===== config.mk =====
export PLATFORM = sky130hd
export DESIGN_NAME = pnbm_controller
export DESIGN_NICKNAME = d
export VERILOG_FILES = /design/src/design/pnbm_pkg.sv /design/src/design/pnbm_controller.sv
export SDC_FILE = /design/constraint.sdc
export NUM_CORES = 1
export LEC_CHECK = 0
export ABC_AREA = 1
export BUFFER_PORTS_ARGS = -buffer_cell sky130_fd_sc_hd__buf_2
export CAP_MARGIN = 0
export CORE_UTILIZATION = 37
export CTS_BUF_LIST = sky130_fd_sc_hd__clkbuf_16
export DETAILED_ROUTE_END_ITERATION = 10
export HOLD_SLACK_MARGIN = 0.12
export PLACE_DENSITY = 0.64
export RECOVER_POWER = 50
export SYNTH_ARGS = -nofsm -noshare
export SYNTH_HDL_FRONTEND = slang
export SYNTH_SLANG_ARGS = --single-unit

===== constraint.sdc =====
create_clock -name clock -period 1.9 [get_ports clock]
set_input_delay 0.095 -clock clock [delete_from_list [all_inputs] [get_ports clock]]
set_output_delay 0.095 -clock clock [all_outputs]
set_load 0.01 [all_outputs]

===== src/design/pnbm_pkg.sv =====
package pnbm_pkg;

   localparam int MAX_PIXELS_DEF    = 2048;
   localparam int MAX_NEIGHBORS_DEF = 8;
   localparam int COORD_BITS_DEF    = 24;

   localparam int FIELD_XY_W  = 24;
   localparam int QUERY_W     = 11;
   localparam int COUNT_W     = 4;
   localparam int CSR_INDEX_W = 2;
   localparam int CSR_DATA_W  = 4;

   localparam int CAND_MAX = 9;
   localparam int SLOT_W   = 4;
   localparam int NUM_W    = 16;
   localparam int DEN_W    = 14;

   localparam logic [SLOT_W-1:0] K1_HEX    = 4'd7;
   localparam logic [SLOT_W-1:0] K1_SQUARE = 4'd5;
   localparam logic [SLOT_W-1:0] K1_DIAG   = 4'd9;
   localparam logic [NUM_W-1:0]  NUM_NEAR  = 16'd49;
   localparam logic [DEN_W-1:0]  DEN_NEAR  = 14'd25;
   localparam logic [NUM_W-1:0]  NUM_DIAG  = 16'd39601;
   localparam logic [DEN_W-1:0]  DEN_DIAG  = 14'd10000;

   localparam logic [CSR_INDEX_W-1:0] CSR_GRID_TYPE    = 2'd0;
   localparam logic [CSR_INDEX_W-1:0] CSR_DIAGONAL     = 2'd1;
   localparam logic [CSR_INDEX_W-1:0] CSR_BORDER_WIDTH = 2'd2;

   localparam logic [1:0] GRID_SQUARE  = 2'd2;
   localparam logic [1:0] GRID_INVALID = 2'd3;

   typedef enum logic [4:0] {
      ST_IDLE, ST_CAPTURE, ST_BUILD, ST_XI_READ, ST_XI_LATCH, ST_SCAN, ST_PREP,
      ST_MUL, ST_KEEP, ST_NB_DONE, ST_BM_RD, ST_BM_WR, ST_GR_RD, ST_GR_LATCH,
      ST_GR_TEST, ST_GR_NL, ST_GR_NB
   } state_type;

   typedef enum logic [4:0] {
      OP_NONE, OP_LOAD, OP_QUERY, OP_CAPTURE, OP_BUILD, OP_XI_READ, OP_XI_LATCH,
      OP_SCAN, OP_PREP, OP_MUL, OP_KEEP, OP_NB_DONE, OP_BM_RD, OP_BM_WR, OP_GR_RD,
      OP_GR_LATCH, OP_GR_TEST, OP_GR_NL, OP_GR_NB
   } op_type;

   typedef struct packed {
      logic rsp_free;
      logic skip_build;
      logic scan_done;
      logic p_last;
      logic i_last;
      logic width_one;
      logic iter_last;
      logic grow_stop;
   } status_type;

endpackage


===== src/design/pnbm_controller.sv =====
module pnbm_controller (
   input  logic                   clock,
   input  logic                   reset,
   input  logic                   req_valid,
   input  logic                   req_mode,
   input  logic                   req_last,
   output logic                   req_ready,
   input  pnbm_pkg::status_type   status,
   output pnbm_pkg::op_type       op
);
   import pnbm_pkg::*;

   state_type state_ff, state_in;

   always_ff @(posedge clock) begin
      if (reset) begin
         state_ff <= ST_IDLE;
      end else begin
         state_ff <= state_in;
      end
   end

   always_comb begin
      state_in  = state_ff;
      op        = OP_NONE;
      req_ready = 1'b0;
      unique case (state_ff)
         ST_IDLE: begin
            req_ready = status.rsp_free;
            if (req_valid && status.rsp_free) begin
               if (req_mode) begin
                  op       = OP_QUERY;
                  state_in = ST_CAPTURE;
               end else begin
                  op = OP_LOAD;
                  if (req_last) state_in = ST_BUILD;
               end
            end
         end
         ST_CAPTURE: begin
            op       = OP_CAPTURE;
            state_in = ST_IDLE;
         end
         ST_BUILD: begin
            op       = OP_BUILD;
            state_in = status.skip_build ? ST_IDLE : ST_XI_READ;
         end
         ST_XI_READ: begin
            op       = OP_XI_READ;
            state_in = ST_XI_LATCH;
         end
         ST_XI_LATCH: begin
            op       = OP_XI_LATCH;
            state_in = ST_SCAN;
         end
         ST_SCAN: begin
            op = OP_SCAN;
            if (status.scan_done) state_in = ST_PREP;
         end
         ST_PREP: begin
            op       = OP_PREP;
            state_in = ST_MUL;
         end
         ST_MUL: begin
            op       = OP_MUL;
            state_in = ST_KEEP;
         end
         ST_KEEP: begin
            op       = OP_KEEP;
            state_in = status.p_last ? ST_NB_DONE : ST_MUL;
         end
         ST_NB_DONE: begin
            op       = OP_NB_DONE;
            state_in = status.i_last ? ST_BM_RD : ST_XI_READ;
         end
         ST_BM_RD: begin
            op       = OP_BM_RD;
            state_in = ST_BM_WR;
         end
         ST_BM_WR: begin
            op = OP_BM_WR;
            priority if (!status.i_last) state_in = ST_BM_RD;
            else if (status.width_one)   state_in = ST_IDLE;
            else                         state_in = ST_GR_RD;
         end
         ST_GR_RD: begin
            op       = OP_GR_RD;
            state_in = ST_GR_LATCH;
         end
         ST_GR_LATCH: begin
            op       = OP_GR_LATCH;
            state_in = ST_GR_TEST;
         end
         ST_GR_TEST: begin
            op = OP_GR_TEST;
            priority if (!status.grow_stop)               state_in = ST_GR_NL;
            else if (status.i_last && status.iter_last)   state_in = ST_IDLE;
            else                                          state_in = ST_GR_RD;
         end
         ST_GR_NL: begin
            op       = OP_GR_NL;
            state_in = ST_GR_NB;
         end
         ST_GR_NB: begin
            op       = OP_GR_NB;
            state_in = ST_GR_TEST;
         end
         default: state_in = ST_IDLE;
      endcase
   end

endmodule


==> results of run 1 <==
## synthesized netlist by cell type
master / count / area [µm²]
sky130_fd_sc_hd__a211oi_1: 1 / 7.51
sky130_fd_sc_hd__nor2_1: 20 / 75.1
sky130_fd_sc_hd__o211ai_1: 1 / 7.51
sky130_fd_sc_hd__nor3b_1: 1 / 7.51
sky130_fd_sc_hd__dfxtp_1: 5 / 100
sky130_fd_sc_hd__o21ai_1: 1 / 5.00
sky130_fd_sc_hd__inv_1: 15 / 56.3
sky130_fd_sc_hd__nand4_1: 4 / 25.0
sky130_fd_sc_hd__nand2_2: 1 / 6.26
sky130_fd_sc_hd__nand3_1: 9 / 45.0
sky130_fd_sc_hd__clkinv_1: 1 / 3.75
sky130_fd_sc_hd__a21oi_1: 2 / 10.0
sky130_fd_sc_hd__nor2_2: 3 / 18.8
sky130_fd_sc_hd__o21ai_0: 3 / 15.0
sky130_fd_sc_hd__o21a_1: 2 / 15.0
sky130_fd_sc_hd__inv_2: 5 / 18.8
sky130_fd_sc_hd__a21oi_2: 1 / 8.76
sky130_fd_sc_hd__o2111ai_1: 1 / 8.76
sky130_fd_sc_hd__a22oi_1: 1 / 7.51
sky130_fd_sc_hd__or3_1: 1 / 6.26
sky130_fd_sc_hd__a31oi_1: 1 / 6.26
sky130_fd_sc_hd__nor2_4: 3 / 33.8
sky130_fd_sc_hd__nor3_1: 1 / 5.00
sky130_fd_sc_hd__nand2_1: 30 / 113
## layer usage
layer | GRT usage (%) | routed length, µm
met5 | 0 | 0
met4 | 10.6 | 59
met3 | 3.88 | 142
met2 | 39.1 | 797
met1 | 25.8 | 807
## kinds of logic after synthesis
group | after synthesis
DFF | 5
and+or+nand+nor | 73
buffers and inverters | 21
AOI/OAI and AO/OA | 14
## power groups by stage
stage	Clock [mW]	Combinational, mW	Sequential (mW)
global route	0.363	0.0984	0.113
global placement	0	0.0844	0.114
floorplan	0	0.0530	0.113
CTS	0.356	0.0870	0.113
detailed placement	0	0.0851	0.114
finish	0.358	0.0867	0.113
## cell usage in the layout (no fill, tap or decap), drive strengths merged
| cell | instances |
|---|---|
| inv | 21 |
| dlygate4sd3 | 1 |
| a21oi | 3 |
| nor3 | 1 |
| nand4 | 4 |
| nor3b | 1 |
| nand2 | 31 |
| o211ai | 1 |
| a31oi | 1 |
| dfxtp | 5 |
| a22oi | 1 |
| o2111ai | 1 |
| o21a | 2 |
| nor2 | 26 |
| or3 | 1 |
| clkbuf | 4 |
| nand3 | 9 |
| buf | 17 |
| a211oi | 1 |
| clkinv | 1 |
| o21ai | 4 |
## path summary, 6_finish.rpt
kind | startpoint | cells after the start | endpoint | slack [ns]
setup reg to reg | state_ff[0]$_SDFFE_PP0P_ | 9 | state_ff[1]$_SDFFE_PP0P_ | 0.52
hold reg to reg | state_ff[3]$_SDFFE_PP0P_ | 2 | state_ff[4]$_SDFFE_PP0P_ | 0.69
setup / recovery | state_ff[0]$_SDFFE_PP0P_ | 6 | op[3] | 0.22
hold / removal | status[5] | 4 | state_ff[0]$_SDFFE_PP0P_ | 0.15
## worst max-delay path, delay by kind of cell (launching register included)
| kind | cells | cell delay, ns |
|---|---|---|
| flip-flops | 1 | 0.47 |
| buffers and inverters | 2 | 0.31 |
| AO/OA/AOI/OAI | 1 | 0.12 |
| AND/OR/NAND/NOR | 3 | 0.45 |
## timing repair
action	CTS	global route
hold buffers	1	0
endpoints found under the setup margin	0	0
endpoints found under the hold margin	4	0
resized for setup	0	0
## final cells by class
cell class | count | area share, %
repair buffers | 19 | 12.4
well taps | 16 | 2.50
clock buffers | 3 | 9.39
clock inverters | 1 | 0.469
inverters | 21 | 9.86
multi-input cells | 87 | 52.9
flip-flops and latches | 5 | 12.5
==> results.yml, run 1 <==
outcome:
  outcome: "completed"
cells_and_area:
  reg.largest.list: "state_ff x5"
  post_route_cells_drive_above_1_share_pct: 23.5
  antenna_cells_inserted: 0
  postLayoutCoreUtil_pct: 52.5
  sequential_cell_area_um2: 100
  largest_register: "state_ff"
  finalNetCount: 150
  layoutNonFillerInstCount: 152
  largest_reg_flops: 5
  multiInputGateArea_um2: 423
  n_fill_cell: 167
  area_delta_synth_final_pct: 32.0
  postLayoutCellArea_um2: 800
synthesis:
  synth-simple-area-share_pct: 55.4
  yosys-mux-area-fraction_pct: 0
  synthesis.nets: 126
  post_synth_xor_area_fraction_pct: 0
  synth_top_family_by_area: "simple AND/OR/NAND/NOR gates"
  synth_sequential_area_ratio_pct: 16.5
  synthDistinctLibCells: 24
  number_of_instances_in_the_synthesized_netlist: 113
  compound_gate_portion_of_the_synthesized_area_pct: 15.1
  synth_area_um2: 606
  ys_seq_elements: 5
  synth_warnings: 0
  synth-adder-area-share_pct: 0
  avg_synthesized_cell_area_um2: 5.36
routing:
  firstDrtPassIters: 4
  drt-vias-per-instance: 5.39
  num_vias: 819
  postRouteAntennaNets: 0
  route.detailed.wl_per_inst_um: 11.9
  route.detailed.drc: 0
  drt_iter0_drc: 50
  totalWireLength_um: 1810
setup_path:
  slowest_stage: "sky130_fd_sc_hd__dfxtp_1"
  timing.critical_path.from_type: "flip-flop"
  critPathMaxStageDelay_ns: 0.47
  criticalPathCategory: "flip-flop to primary output"
  cp_data_arrival_time_ns: 1.59
  worst_setup_path_end_kind: "primary output"
  critical_path_peak_fanout: 7
  cp_cell_sequence: "inv_1, nand2_1, nor2_1, nor3b_1, o2111ai_1, buf_2"
  worst_ep_required_time_ns: 1.80
sta:
  max_slew.worst_pin.slew_ns: 0.316
  maxSlewHeadroom_pct: 78.8
  unrepaired_setup_endpoints_after_global_routing: "no"
  setup_viol_count_final: 0
  hold_fails_final_rpt: 0
  fin_ws_ns: 0.217
  setup_tns_ns: 0
  finalHoldWorstSlack_ns: 0.148
  fin_skew_ns: 0.000877
  portion_of_the_clock_cycle_consumed_by_the_worst_path_in_the_final_layout_pct: 88.6
  timing_max_transition_violations_final: 0
  final.min_clock_period_ns: 1.68
  fmax_mhz: 594
power:
  power_density_nw_per_um2: 697
  fin_total_pwr_mw: 0.558
  power.combinational.fraction_pct: 15.5
  p_clk_share_pct: 64.2
  p_int_mw: 0.417
  switchingPower_mw: 0.140
  standby_leakage_power_nw: 0.438
  power.ir.vdd_worst_mv: 0.568
  power_frac_seq_pct: 20.2
  switching_share_pct: 25.1
placement:
  gp_congestion: 0.926
  dp_worst_setup_slack_ns: 0.516
  placed_area_um2: 716
  number_of_buffers_inserted_by_port_buffering: 18
  dp_cells: 147
  place.detailed.hpwl_um: 1420
clock_network:
  cts_num_sinks: 5
  clockRootBuffer: "sky130_fd_sc_hd__clkbuf_16"
  cts.repair_timing.setup_buffer_count: 0
  clkSlewWorstSetupHoldPaths_ns: 0.04
  cts_inserted_buffers: 3
  clk_latency_ns: 0.23
  ctsLongestPathBuffers: 2
  htreeDepth: 1
  tritoncts_clock_tree: "yes"
run:
  maxCapViolations: 0
die:
  floorplan.io_pins: 19
  dieArea_um2: 1800
  fp.coreArea_um2: 1520
  die_h_um: 42.5
  start_util_pct: 39.7
  chipWidth_um: 42.5
  num_rows: 14
global_route:
  grt_overflow_total: 0
  antenna_found_initial: 0
  grt_first_pass_wirelength_um: 3030
  maximum_number_of_pins_on_one_net_before_global_route_repair: 8
  grt_use_total_pct: 22.3
  first_global_vias: 755
min_path:
  hold_path.class: "input pin to flip-flop"
No activity file was read; power rests on OpenSTA's default activity.
==> run 2: changes to the inputs <==
--- a/config.mk
+++ b/config.mk
@@ -12,7 +12,8 @@
 export CTS_BUF_LIST = sky130_fd_sc_hd__clkbuf_16
 export DETAILED_ROUTE_END_ITERATION = 10
 export HOLD_SLACK_MARGIN = 0.12
-export PLACE_DENSITY = 0.64
+export MAX_ROUTING_LAYER = met4
+export PLACE_DENSITY = 0.66
 export RECOVER_POWER = 50
 export SYNTH_ARGS = -nofsm -noshare
 export SYNTH_HDL_FRONTEND = slang
==> constraint.sdc (replaced) <==
create_clock -name clock -period 1.4 [get_ports clock]
set_input_delay 0.07 -clock clock [delete_from_list [all_inputs] [get_ports clock]]
set_output_delay 0.07 -clock clock [all_outputs]
set_load 0.01 [all_outputs]
==> results.yml, run 2 (synthesized netlist as in run 1, its figures left out) <==
cells_and_area:
  area_delta_synth_final_pct: 60.7
  largest_register: "state_ff"
  layout.cells.most_common: "sky130_fd_sc_hd__nand2_1"
  post_route_cells_drive_above_1_share_pct: 45.7
  largest_reg_flops: 5
  reg.largest.list: "state_ff x5"
  layout_common_cells: "sky130_fd_sc_hd__nand2_1, sky130_fd_sc_hd__buf_2, sky130_fd_sc_hd__inv_1, sky130_fd_sc_hd__nor2_1, sky130_fd_sc_hd__nor2_4"
  antenna_cells_inserted: 0
  n_fill_cell: 126
  finalNetCount: 154
placement:
  dp_worst_setup_slack_ns: 0.113
  gp_congestion: 0.969
  place.detailed.hpwl_um: 1400
  number_of_buffers_inserted_by_port_buffering: 18
routing:
  route.detailed.drc: 0
  totalWireLength_um: 2020
  route.detailed.wl_per_inst_um: 13.0
  postRouteAntennaNets: 0
  drt-vias-per-instance: 5.30
  drt_iter0_drc: 37
  num_vias: 827
  firstDrtPassIters: 4
clock_network:
  clockRootBuffer: "sky130_fd_sc_hd__clkbuf_16"
  ctsLongestPathBuffers: 2
  clk_latency_ns: 0.22
  cts_num_sinks: 5
  cts_inserted_buffers: 3
  htreeDepth: 1
  tritoncts_clock_tree: "yes"
  clkSlewWorstSetupHoldPaths_ns: 0.03
die:
  floorplan.io_pins: 19
  num_rows: 14
  die_h_um: 42.5
  chipWidth_um: 42.5
  start_util_pct: 39.7
  fp.coreArea_um2: 1520
  dieArea_um2: 1800
global_route:
  grt_first_pass_wirelength_um: 2970
  grt_overflow_total: 0
  grt_use_total_pct: 21.6
  first_global_vias: 721
  antenna_found_initial: 0
  maximum_number_of_pins_on_one_net_before_global_route_repair: 8
setup_path:
  cp_data_arrival_time_ns: 1.37
  worst_ep_required_time_ns: 1.33
  worst_setup_path_end_kind: "primary output"
  critical_path_peak_fanout: 7
  criticalPathCategory: "flip-flop to primary output"
  timing.critical_path.from_type: "flip-flop"
power:
  power_frac_seq_pct: 19.8
  switchingPower_mw: 0.183
  power.ir.vdd_worst_mv: 1.60
  switching_share_pct: 24.2
  standby_leakage_power_nw: 0.487
  power_density_nw_per_um2: 775
  p_int_mw: 0.572
  p_clk_share_pct: 60.2
  power.combinational.fraction_pct: 20.0
outcome:
  outcome: "finished, violations left"
  violations: "setup timing"
min_path:
  hold_path.class: "input pin to flip-flop"
sta:
  final.min_clock_period_ns: 1.44
  timing_max_transition_violations_final: 0
  hold_fails_final_rpt: 0
  fin_skew_ns: 0.00121
  maxSlewHeadroom_pct: 83.8
  max_slew.worst_pin.slew_ns: 0.242
  portion_of_the_clock_cycle_consumed_by_the_worst_path_in_the_final_layout_pct: 103
  fmax_mhz: 694
  setup_tns_ns: -0.105
  unrepaired_setup_endpoints_after_global_routing: "yes"
  fin_ws_ns: -0.0403
  setup_viol_count_final: 3
run:
  maxCapViolations: 0
[run 2: per-stage QoR]
step | power [mW] | hold slack (ns) | cell area [µm²] | instances | util (%)
floorplan | 0.225 | 0.132 | 606 | 113 | -
global placement | 0.274 | 0.311 | 723 | 148 | 47.5
detailed placement | 0.274 | 0.308 | 723 | 148 | 47.5
CTS | 0.734 | 0.121 | 883 | 154 | 58.0
global route | 0.786 | 0.160 | 973 | 156 | 63.9
finish | 0.755 | 0.126 | 973 | 156 | 63.9
[run 2: area by class of cell]
type	count	area, µm²	area share, %
inverter	21	86.3	8.87
sequential	5	119	12.2
clock buffer	3	75.1	7.71
multi-input combinational	87	539	55.4
timing repair buffer	23	130	13.4
clock inverter	1	3.75	0.386
tap	16	20.0	2.06
[run 2: worst paths after layout]
| path | from | end | slack (ns) | depth (start not counted) |
|---|---|---|---|---|
| worst max-delay path | state_ff[2]$_SDFFE_PP0P_ | op[1] | -0.04 | 5 |
| worst min register to register | state_ff[0]$_SDFFE_PP0P_ | state_ff[4]$_SDFFE_PP0P_ | 0.65 | 2 |
| worst min-delay path | status[5] | state_ff[0]$_SDFFE_PP0P_ | 0.13 | 4 |
| worst max register to register | state_ff[1]$_SDFFE_PP0P_ | state_ff[3]$_SDFFE_PP0P_ | 0.05 | 8 |
[run 2: per-layer routing]
layer / wire length (µm) / global-route usage (%)
met1: 796 / 28.3
met2: 1020 / 33.2
met3: 196 / 5.17
met4: 8 / 5.63
met5: 0 / -
[run 2: critical path, stage by stage, from the launching register on]
cell                       delay (ns)
sky130_fd_sc_hd__dfxtp_4         0.41
sky130_fd_sc_hd__nor2_4          0.08
sky130_fd_sc_hd__buf_4           0.14
sky130_fd_sc_hd__a211oi_2        0.26
sky130_fd_sc_hd__nand4_1         0.11
sky130_fd_sc_hd__buf_2           0.15
[run 2: power by group through the flow]
stage / registers, mW / clock network [mW] / logic, mW
floorplan: 0.153 / 0 / 0.0720
global placement: 0.154 / 0 / 0.120
detailed placement: 0.154 / 0 / 0.120
CTS: 0.149 / 0.455 / 0.131
global route: 0.150 / 0.472 / 0.164
finish: 0.150 / 0.455 / 0.151
[run 2: timing repair]
action	4_1_cts	5_1_grt
endpoints found under the hold margin	5	0
resized for setup	22	22
setup buffers	1	2
pin swaps	4	5
hold buffers	1	0
endpoints found under the setup margin	4	8
==> run 3: changes to the inputs <==
--- a/config.mk
+++ b/config.mk
@@ -15,6 +15,7 @@
 export MAX_ROUTING_LAYER = met4
 export PLACE_DENSITY = 0.66
 export RECOVER_POWER = 50
+export SETUP_SLACK_MARGIN = 0.1
 export SYNTH_ARGS = -nofsm -noshare
 export SYNTH_HDL_FRONTEND = slang
 export SYNTH_SLANG_ARGS = --single-unit
==> results.yml, run 3 (synthesized netlist as in run 1, its figures left out) <==
global_route:
  maximum_number_of_pins_on_one_net_before_global_route_repair: 8
  grt_use_total_pct: 22.2
  antenna_found_initial: 0
  grt_first_pass_wirelength_um: 3040
  grt_overflow_total: 0
  first_global_vias: 729
setup_path:
  criticalPathCategory: "flip-flop to primary output"
  cp_data_arrival_time_ns: 1.41
  worstReg2RegStart: "state_ff[4]$_SDFFE_PP0P_"
  worst_setup_path_end_kind: "primary output"
  critical_path_peak_fanout: 5
  timing.critical_path.from_type: "flip-flop"
  r2r-end: "state_ff[0]$_SDFFE_PP0P_"
  regToRegSetupSlack_ns: 0.04
  path_depth_of_the_worst_reg2reg_path: 8
  worst_ep_required_time_ns: 1.33
power:
  fin_total_pwr_mw: 0.763
  standby_leakage_power_nw: 0.493
  power.ir.vdd_worst_mv: 1.62
  power_density_nw_per_um2: 777
sta:
  maxSlewHeadroom_pct: 83.2
  timing_max_transition_violations_final: 0
  setup_tns_ns: -0.133
  fin_ws_ns: -0.0812
  unrepaired_setup_endpoints_after_global_routing: "yes"
  fin_skew_ns: 0.000942
  fmax_mhz: 675
  finalHoldWorstSlack_ns: 0.116
  hold_fails_final_rpt: 0
  max_slew.worst_pin.slew_ns: 0.251
  final.min_clock_period_ns: 1.48
  setup_viol_count_final: 3
  portion_of_the_clock_cycle_consumed_by_the_worst_path_in_the_final_layout_pct: 106
die:
  floorplan.io_pins: 19
  fp.coreArea_um2: 1520
  num_rows: 14
  dieArea_um2: 1800
  chipWidth_um: 42.5
  start_util_pct: 39.7
  die_h_um: 42.5
placement:
  placed_area_um2: 723
  gp_congestion: 0.969
  place.detailed.hpwl_um: 1400
  number_of_buffers_inserted_by_port_buffering: 18
  dp_worst_setup_slack_ns: 0.113
  dp_cells: 148
clock_network:
  ctsLongestPathBuffers: 2
  clkSlewWorstSetupHoldPaths_ns: 0.03
  cts_inserted_buffers: 3
  cts_num_sinks: 5
  tritoncts_clock_tree: "yes"
  htreeDepth: 1
  clockRootBuffer: "sky130_fd_sc_hd__clkbuf_16"
  clk_latency_ns: 0.22
routing:
  drt-vias-per-instance: 5.30
  route.detailed.drc: 0
  num_vias: 832
  drt_iter0_drc: 44
  totalWireLength_um: 2020
  firstDrtPassIters: 4
  postRouteAntennaNets: 0
  route.detailed.wl_per_inst_um: 12.9
cells_and_area:
  sequential_cell_area_um2: 119
  layoutNonFillerInstCount: 157
  area_delta_synth_final_pct: 62.0
  reg.largest.list: "state_ff x5"
  largest_register: "state_ff"
  largest_reg_flops: 5
  antenna_cells_inserted: 0
  post_route_cells_drive_above_1_share_pct: 50.4
  n_fill_cell: 132
  finalNetCount: 155
  layout.cells.most_common: "sky130_fd_sc_hd__nand2_1"
  layout_common_cells: "sky130_fd_sc_hd__nand2_1, sky130_fd_sc_hd__buf_2, sky130_fd_sc_hd__nor2_1, sky130_fd_sc_hd__inv_1, sky130_fd_sc_hd__nand2_2"
  postLayoutCellArea_um2: 981
  multiInputGateArea_um2: 538
  postLayoutCoreUtil_pct: 64.4
min_path:
  timing.hold.worst.start: "status[5]"
  hold_path_end: "state_ff[0]$_SDFFE_PP0P_"
  hold_path.class: "input pin to flip-flop"
  hold_path_depth: 4
outcome:
  outcome: "finished, violations left"
  violations: "setup timing"
run:
  maxCapViolations: 0
run 3: changes by cell type in the layout (fill, tap and decap cells not counted), moves of 2 or more:
cell                      previous run  this run
sky130_fd_sc_hd__nand2_1            25        21
sky130_fd_sc_hd__o21ai_0             2         0
sky130_fd_sc_hd__nand2_2             4         9
sky130_fd_sc_hd__inv_1              14        12
sky130_fd_sc_hd__inv_2               4         8
sky130_fd_sc_hd__inv_4               3         0
run 3: area by class of cell:
| class | count | share of cell area (%) |
|---|---|---|
| Timing Repair Buffer | 24 | 14.4 |
| Clock buffer | 3 | 7.65 |
| Clock inverter | 1 | 0.383 |
| Sequential cell | 5 | 12.1 |
| Inverter | 21 | 8.55 |
| Multi-Input combinational cell | 87 | 54.8 |
| Tap cell | 16 | 2.04 |
run 3: worst max path at each step:
stage                              from                        to  cells past startpoint  slack (ns)
5_1_grt        state_ff[3]$_SDFFE_PP0P_                     op[1]                      6       -0.09
3_5_place_dp   state_ff[0]$_SDFFE_PP0P_                     op[1]                      6        0.11
4_1_cts        state_ff[1]$_SDFFE_PP0P_                     op[3]                      6       0.003
6_report       state_ff[3]$_SDFFE_PP0P_                     op[1]                      6       -0.08
3_3_place_gp   state_ff[3]$_SDFFE_PP0P_  state_ff[3]$_SDFFE_PP0P_                      8         0.1
2_1_floorplan  state_ff[2]$_SDFFE_PP0P_                     op[0]                      5        0.26
run 3: routing by layer:
metal	vias up	wire [µm]	GRT usage, %
li1	421	-	-
met1	366	844	28.3
met2	41	993	35.4
met3	4	151	5.60
met4	0	31	5.00
met5	-	0	-
run 3: worst max-delay path: stages (launching register included):
cell and delay (ns):
sky130_fd_sc_hd__dfxtp_4 0.38, sky130_fd_sc_hd__inv_2 0.06, sky130_fd_sc_hd__nand3_1 0.13, sky130_fd_sc_hd__nor2_2 0.08, sky130_fd_sc_hd__a211oi_2 0.27, sky130_fd_sc_hd__nand4_1 0.11, sky130_fd_sc_hd__buf_2 0.16
run 3: repair_timing:
action	CTS	global route
buffers inserted	1	3
hold buffers	1	0
setup endpoints to repair	5	10
pin swaps	4	6
gates resized for setup	24	26
endpoints found under the hold margin	5	0
run 3: power breakdown:
part           total (mW)  internal (mW)  switching [mW]
logic               0.156         0.0640          0.0922
clock network       0.456          0.369          0.0868
registers           0.150          0.140          0.0100
